**src/hdl/erp_queue.sv**
```systemverilog
// Small register-based FIFO used between pipeline sections.
module erp_queue #(
    parameter int WIDTH = 8,
    parameter int DEPTH = 4
) (
    input  logic             clk,
    input  logic             rst_n,
    input  logic             push_valid,
    output logic             push_ready,
    input  logic [WIDTH-1:0] push_data,
    output logic             pop_valid,
    input  logic             pop_ready,
    output logic [WIDTH-1:0] pop_data
);
    localparam int AW = (DEPTH > 1) ? $clog2(DEPTH) : 1;

    logic [WIDTH-1:0] mem_reg [DEPTH];
    logic [AW-1:0]    wr_reg, wr_next;
    logic [AW-1:0]    rd_reg, rd_next;
    logic [AW:0]      cnt_reg, cnt_next;
    logic             do_push, do_pop;

    assign push_ready = cnt_reg != (AW+1)'(DEPTH);
    assign pop_valid  = cnt_reg != '0;
    assign pop_data   = mem_reg[rd_reg];
    assign do_push    = push_valid && push_ready;
    assign do_pop     = pop_valid && pop_ready;

    always_comb
    begin
        wr_next  = (wr_reg == AW'(DEPTH-1)) ? '0 : wr_reg + 1'b1;
        rd_next  = (rd_reg == AW'(DEPTH-1)) ? '0 : rd_reg + 1'b1;
        cnt_next = cnt_reg + (AW+1)'(do_push) - (AW+1)'(do_pop);
    end

    always_ff @(posedge clk or negedge rst_n)
    begin
        if (!rst_n)
        begin
            wr_reg  <= '0;
            rd_reg  <= '0;
            cnt_reg <= '0;
        end
        else
        begin
            if (do_push)
                wr_reg <= wr_next;
            if (do_pop)
                rd_reg <= rd_next;
            cnt_reg <= cnt_next;
        end
    end

    always_ff @(posedge clk)
    begin
        if (do_push)
            mem_reg[wr_reg] <= push_data;
    end

endmodule

```
**config.mk**
```make
export PLATFORM = sky130hd
export DESIGN_NAME = erp_queue
export DESIGN_NICKNAME = d
export VERILOG_FILES = /design/src/hdl/erp_queue.sv
export SDC_FILE = /design/constraint.sdc
export NUM_CORES = 1
export LEC_CHECK = 0
export BUFFER_PORTS_ARGS = -buffer_cell sky130_fd_sc_hd__buf_2
export CORE_UTILIZATION = 40
export CTS_CLUSTER_DIAMETER = 40
export CTS_CLUSTER_SIZE = 24
export DETAILED_ROUTE_END_ITERATION = 12
export SLEW_MARGIN = 25
export SYNTH_ARGS = -nofsm -noshare
export SYNTH_HDL_FRONTEND = slang
export SYNTH_SLANG_ARGS = --single-unit
```
**constraint.sdc**
```tcl
create_clock -name clk -period 3.4 [get_ports clk]
set_clock_uncertainty 0.15 [all_clocks]
set_input_delay 0.68 -clock clk [delete_from_list [all_inputs] [get_ports clk]]
set_output_delay 0.68 -clock clk [all_outputs]
set_load 0.01 [all_outputs]
```
==> flow_summary.yaml, run 1 <==
status:
  status: "completed"
die:
  dieArea_sq_um: 4250
  start_util_pct: 42.7
  io_pins: 22
  die_w_microns: 65.2
  row_count: 22
  core_area_sq_um: 3740
  die_y_microns: 65.2
route:
  first_pass_iters: 2
  num_vias: 774
  drt-total-wl_microns: 2510
  drtIter0Drc: 18
  antenna_left: 0
  via_per_inst: 4.99
  route.detailed.drc: 0
  avgRoutedWirePerCell_microns: 16.2
placement:
  hpwl_microns: 1670
  gp_congestion: 0.709
  portBuffers: 21
power_and_ir_drop:
  powerDensity_nw_per_um2: 841
  comb_power_share_pct: 32.1
  intPower_mw: 1.07
  clkPwrFrac_pct: 18.9
  switching_share_pct: 30.8
  ir_worst_vdd_mv: 0.396
  leakage_nw: 0.710
  power.switching_uw: 475
  seqPwrFrac_pct: 49.0
clock_network:
  root_buffer: "clkbuf_8"
  clock_path_buffers: 2
  ctsHoldBuffers: 0
  htree_num_levels: 2
  clock_latency_ps: 280
  cts_sinks: 39
  post_cts_buffers: 0
  ctsResizeCount: 0
  cts_made_buffers: 5
  cts_tree: "yes"
  path_clk_slew_ps: 70
setup_path:
  endpoint_kind: "primary output"
  crit_required_ps: 2570
  cp.depth: 2
  crit_path_max_incr_delay_ps: 730
  r2r_cells: 10
  crit_chain: "mux4_2 -> buf_2"
  cpMaxStageDelayCell: "dfrtp_1"
  arrival_ps: 1760
  worstSetupPathType: "reg2out"
  crit_family: "flip-flops"
  worst-path-buf-inv: 1
  critPathLaunchType: "flip-flop"
  path_max_fanout: 11
grt:
  grt_max_degree: 12
  grt_util_met2_pct: 23.3
  grt_usage_pct: 14.3
  gr-usage-met1_pct: 16.3
  use_met3_pct: 5.73
  grt_pass1_wl_microns: 4110
  busiest_layer: "met2"
  gr-total-overflow: 0
  antenna_found_initial: 0
  grt_pass1_vias: 834
synth:
  syn_nets: 100
  synth.top_cell.area_share_pct: 60.1
  synth.avg_cell_area_sq_um: 20.0
  synth_ff_type: "edfxtp_1"
  yosys_warnings: 0
  async_flop_share_pct: 17.9
  synth_most_common_cell: "edfxtp_1"
  synth_cells: 80
  synthTopCellsByCount: "edfxtp_1 (32), mux4_2 (8), dfrtp_1 (7), ha_1 (7), inv_1 (7)"
  yosysTopAreaCell: "edfxtp_1"
  synth-edff-count: 32
  syn-cell-area_sq_um: 1600
  ys_ff_latch: 39
  ys_seq_area_share_pct: 71.1
  synth.distinct_cells: 17
  yosys-top-cells-area: "edfxtp_1 (60%), mux4_2 (11%), dfrtp_1 (11%), ha_1 (5.5%), and3_2 (1.9%)"
sta:
  maxSlewHeadroom_pct: 59.4
  fin_crit_ps: 2590
  setup_violations: 0
  tns_ps: 0
  period_share_pct: 76.2
  fmax_mhz: 386
  worst_pin_slew_ps: 609
  holdWs_ps: 63.7
  slew_violations: 0
  finalHoldViolations: 0
  rsz0062_at_grt: "no"
run:
  maxCapViolCount: 0
layout:
  syn2layout_area_growth_pct: 14.9
  drive_above_1_share_pct: 43.0
  largest_reg_flops: 32
  multi_input_area_sq_um: 427
  fillers: 343
  n_antenna_cell: 0
  nets: 126
  seqCellArea_sq_um: 1140
worst_hold_path:
  min_path_type: "in2async"
[layout by cell type, fill, tap and decap left out]
cell	n
and3_2	4
nand2_1	1
edfxtp_1	32
fa_1	1
and2_4	1
or3_2	1
clkbuf_1	2
mux2_2	2
buf_2	21
nor2_1	2
or3b_4	1
inv_1	7
xnor2_1	2
ha_1	7
clkinv_2	1
clkbuf_8	5
dfrtp_1	7
mux2_4	2
mux4_2	8
[path summary, 6_finish.rpt]
path	from	end	slack, ps
max in group asynchronous	rst_n	wr_reg[0]	2880
setup / recovery	rd_reg[0]	pop_data[6]	810
hold reg to reg	cnt_reg[2]	cnt_reg[2]	340
setup reg to reg	cnt_reg[1]	cnt_reg[2]	900
min in group clk	cnt_reg[2]	cnt_reg[2]	340
hold / removal	rst_n	cnt_reg[2]	60
[logic make-up after synthesis]
family,Yosys count,synth area share (%)
simple gates,10,4.31
buf+inv,9,2.19
xor+xnor,2,1.10
flops,39,71.1
fa+ha+maj,8,6.73
mux,12,14.6
[metal layers]
layer / part of all wire, % / vias up
met5: 0 / -
met4: 1.8 / 0
met3: 4.7 / 6
met2: 51 / 17
met1: 43 / 398
li1: - / 353
[through the flow]
stage	utilization [%]	instances	setup slack (ps)	area (sq um)	total power, mW
floorplan	-	80	949	1600	1.10
global placement	46.9	147	916	1750	1.25
detailed placement	46.9	147	883	1750	1.28
CTS	49.0	155	735	1840	1.57
global route	49.0	155	680	1840	1.65
finish	49.0	155	811	1840	1.54
[power groups by stage]
stage | Clock, mW | Sequential (mW) | Combinational [mW]
2_1_floorplan | 0 | 0.698 | 0.405
3_5_place_dp | 0 | 0.769 | 0.507
5_1_grt | 0.322 | 0.775 | 0.554
4_1_cts | 0.301 | 0.761 | 0.512
6_report | 0.292 | 0.755 | 0.496
3_3_place_gp | 0 | 0.761 | 0.493
[layout make-up]
| cell class | instances | area share, % |
|---|---|---|
| Tap cell | 48 | 3.27 |
| Multi-Input combinational cell | 32 | 23.2 |
| Sequential cell | 39 | 61.9 |
| Timing Repair Buffer | 21 | 5.73 |
| Inverter | 7 | 1.43 |
| Clock buffer | 7 | 4.16 |
| Clock inverter | 1 | 0.273 |
(Power assumes the default switching activity.)
==> run 2, diff against run 1 <==
- clock period: 3.4 -> 2.7 ns (I/O delays scaled with it)
==> flow_summary.yaml, run 2 (same netlist as run 1, synthesis figures left out) <==
status:
  status: "completed"
clock_network:
  cts_made_buffers: 5
  cts_tree: "yes"
  root_buffer: "clkbuf_8"
  clock_latency_ps: 280
  post_cts_buffers: 0
  clock_path_buffers: 2
  path_clk_slew_ps: 70
  cts_sinks: 39
  htree_num_levels: 2
placement:
  portBuffers: 21
  place_inst: 147
  gp_congestion: 0.676
  hpwl_microns: 1630
route:
  antenna_left: 0
  num_vias: 767
  drt-total-wl_microns: 2370
  route.detailed.drc: 0
  first_pass_iters: 3
  drtIter0Drc: 15
  avgRoutedWirePerCell_microns: 15.2
  via_per_inst: 4.92
sta:
  period_share_pct: 92.9
  fmax_mhz: 399
  maxSlewHeadroom_pct: 61.0
  rsz0062_at_grt: "no"
  fin_crit_ps: 2510
  finalHoldViolations: 0
  holdWs_ps: 315
  worst_pin_slew_ps: 585
  slew_violations: 0
  setup_violations: 0
  tns_ps: 0
die:
  io_pins: 22
  core_area_sq_um: 3740
  row_count: 22
  start_util_pct: 42.7
  die_y_microns: 65.2
  dieArea_sq_um: 4250
  die_w_microns: 65.2
setup_path:
  path_max_fanout: 4
  crit_family: "adder cells"
  endpoint_kind: "flip-flop"
  crit_chain: "or3_2 -> nand2_1 -> inv_1 -> ha_1 -> inv_1 -> ha_1 -> inv_1 -> fa_1 -> xnor2_1 -> xnor2_1"
  cpMostUsedCell: "inv_1"
  critPathLaunchType: "flip-flop"
  worst-path-buf-inv: 3
  r2r_cells: 10
  worstSetupPathType: "reg2reg"
  crit_path_max_incr_delay_ps: 470
  cp.depth: 10
  crit_required_ps: 2760
  cpMaxStageDelayCell: "or3_2"
  arrival_ps: 2570
power_and_ir_drop:
  powerDensity_nw_per_um2: 1050
  leakage_nw: 0.720
  ir_worst_vdd_mv: 0.522
layout:
  mostFrequentLayoutCells: "edfxtp_1 (32), buf_2 (21), mux4_2 (8)"
  n_antenna_cell: 0
  instances_no_fill: 156
  post-route-util_pct: 49.6
  largest_reg_flops: 32
  drive_above_1_share_pct: 43.5
  final_common_cell: "edfxtp_1"
  syn2layout_area_growth_pct: 16.1
  nets: 127
grt:
  gr-total-overflow: 0
  grt_pass1_wl_microns: 4020
  grt_usage_pct: 14.0
  grt_pass1_vias: 818
  grt_max_degree: 13
  antenna_found_initial: 0
run:
  maxCapViolCount: 0
worst_hold_path:
  min_path_cells: 1
  min_path_type: "in2reg"
run 2: cell types whose count changed in the layout (fill, tap and decap cells not counted):
cell           change
clkbuf_1           -1
clkbuf_8           +1
dlygate4sd3_1      +1
run 2: routing by layer:
metal | GRT usage [%] | up-vias | share of wire, %
met5 | 0 | - | 0
met4 | 5.71 | 0 | 1.4
met3 | 5.73 | 4 | 4.5
met2 | 23.3 | 17 | 50
met1 | 15.9 | 390 | 44
li1 | - | 356 | -
run 2: repair_timing:
item | CTS | global route
setup endpoints to repair | 0 | 0
endpoints found under the hold margin | 7 | 0
resized for setup | 0 | 0
hold buffers | 1 | 0
run 2: cell type report:
class | count | area [sq um]
clock buffers | 7 | 86.3
multi-input cells | 32 | 427
clock inverters | 1 | 5.00
well taps | 48 | 60.1
flip-flops and latches | 39 | 1140
repair buffers | 22 | 115
fillers | 341 | 1890
inverters | 7 | 26.3
run 2: worst paths after layout:
path,from,endpoint,slack (ps)
min in group asynchronous,rst_n,rd_reg[1],460
min reg2reg,cnt_reg[2],cnt_reg[2],340
max reg2reg,cnt_reg[1],cnt_reg[2],190
min,push_data[7],mem_reg[2][7],310
max in group asynchronous,rst_n,wr_reg[1],1790
max,cnt_reg[1],cnt_reg[2],190
run 2: power by group:
group	internal (mW)	switching (mW)
Combinational	0.347	0.270
Clock	0.206	0.188
Sequential	0.816	0.129
run 2: per-stage QoR:
stage	setup WS [ps]	instance area, sq um	total power [mW]
floorplan	249	1600	1.39
global placement	225	1750	1.58
detailed placement	162	1750	1.60
CTS	158	1860	2.00
global route	24.6	1860	2.10
finish	193	1860	1.96
==> run 3, diff against run 2 <==
- BUFFER_PORTS_ARGS: -buffer_cell sky130_fd_sc_hd__buf_2 -> -buffer_cell sky130_fd_sc_hd__clkbuf_2
- REMOVE_ABC_BUFFERS: default -> 1
==> flow_summary.yaml, run 3 (same netlist as run 1, synthesis figures left out) <==
setup_path:
  endpoint: "cnt_reg[2]"
  path_max_fanout: 4
  cp-startpoint: "cnt_reg[1]"
  cpMostUsedCell: "inv_1"
  r2r_cells: 10
  worstSetupPathType: "reg2reg"
  crit_chain: "or3_2 -> nand2_1 -> inv_1 -> ha_1 -> inv_1 -> ha_1 -> inv_1 -> fa_1 -> xnor2_1 -> xnor2_1"
  endpoint_kind: "flip-flop"
  cpMaxStageDelayCell: "or3_2"
  r2r-end: "cnt_reg[2]"
  crit_required_ps: 2720
  crit_path_max_incr_delay_ps: 480
  critPathLaunchType: "flip-flop"
  timing.rr.start: "cnt_reg[1]"
  arrival_ps: 2530
  reg2reg_slack_ps: 190
status:
  status: "completed"
run:
  maxCapViolCount: 0
grt:
  gr-total-overflow: 0
  grt_pass1_wl_microns: 3770
  grt_pass1_vias: 796
  grt_usage_pct: 13.2
  antenna_found_initial: 0
  grt_max_degree: 13
clock_network:
  path_clk_slew_ps: 70
  post_cts_buffers: 0
  cts_sinks: 39
  root_buffer: "clkbuf_8"
  cts_made_buffers: 5
  clock_path_buffers: 2
  htree_num_levels: 2
  clock_latency_ps: 290
  cts_tree: "yes"
die:
  start_util_pct: 42.7
  die_w_microns: 65.2
  core_area_sq_um: 3740
  io_pins: 22
  dieArea_sq_um: 4250
  die_y_microns: 65.2
  row_count: 22
route:
  antenna_left: 0
  first_pass_iters: 4
  via_per_inst: 4.90
  avgRoutedWirePerCell_microns: 15.1
  drt-total-wl_microns: 2350
  route.detailed.drc: 0
  drtIter0Drc: 43
  num_vias: 764
sta:
  finalHoldViolations: 0
  worst_pin_slew_ps: 598
  tns_ps: 0
  fin_crit_ps: 2510
  period_share_pct: 92.9
  setup_violations: 0
  fmax_mhz: 398
  rsz0062_at_grt: "no"
  maxSlewHeadroom_pct: 60.1
  slew_violations: 0
placement:
  place_inst: 147
  hpwl_microns: 1590
  portBuffers: 21
  gp_congestion: 0.682
worst_hold_path:
  min_path_cells: 1
  min_path_type: "in2reg"
power_and_ir_drop:
  powerDensity_nw_per_um2: 1120
  power_mw: 2.12
  ir_worst_vdd_mv: 0.525
  leakage_nw: 0.744
layout:
  seqCellArea_sq_um: 1140
  final_common_cell: "edfxtp_1"
  n_antenna_cell: 0
  nets: 127
  fillers: 349
  largest_reg_flops: 32
  mostFrequentLayoutCells: "edfxtp_1 (32), clkbuf_2 (21), mux4_2 (8)"
  instances_no_fill: 156
  syn2layout_area_growth_pct: 18.7
  drive_above_1_share_pct: 43.5
  multi_input_area_sq_um: 427
run 3: final cells by class:
type | count | area share, %
inverter | 7 | 1.39
sequential | 39 | 59.9
multi-input combinational | 32 | 22.5
clock buffer | 6 | 3.83
clock inverter | 2 | 3.17
timing repair buffer | 22 | 6.07
tap | 48 | 3.17
run 3: stage by stage:
step | cell area, sq um | setup slack, ps | hold WS (ps) | utilization (%)
final | 1900 | 190 | 316 | 50.7
after global placement | 1750 | 260 | 239 | 46.9
after global routing | 1900 | 14.9 | 308 | 50.7
after CTS | 1900 | 171 | 309 | 50.7
after floorplan | 1590 | 249 | 94.4 | -
after detailed placement | 1750 | 195 | 245 | 46.9
run 3: worst min-delay path by stage:
stage	start	end	slack, ps
detailed placement	rst_n	cnt_reg[1]	240
CTS	push_data[0]	mem_reg[0][0]	310
floorplan	rst_n	cnt_reg[0]	90
global placement	rst_n	wr_reg[0]	240
finish	push_data[0]	mem_reg[2][0]	320
global route	push_data[5]	mem_reg[3][5]	310
run 3: timing repair:
item	in CTS	in global routing
gates resized for setup	0	0
hold endpoints to repair	7	0
hold buffers	1	0
run 3: power breakdown:
part	internal, mW	leakage (nW)	switching, mW
logic	0.347	0.303	0.273
clock network	0.369	0.0654	0.190
registers	0.816	0.375	0.129
run 3: worst max-delay path: cells and delay by family, from the launching register on:
kind	cells	cell delay [ps]
and+or+nand+nor	2	620
DFF	1	430
xor gates and xnor gates	2	270
adders and majority gates	3	760
buffers and inverters	3	160
run 3: routing by layer:
layer  wire length [microns]  vias up  GRT usage, %
met4                      61        0          7.34
met3                      93        6          5.21
met5                       0        -             0
met1                     958      385          15.0
li1                        -      357             -
met2                    1240       16          21.1
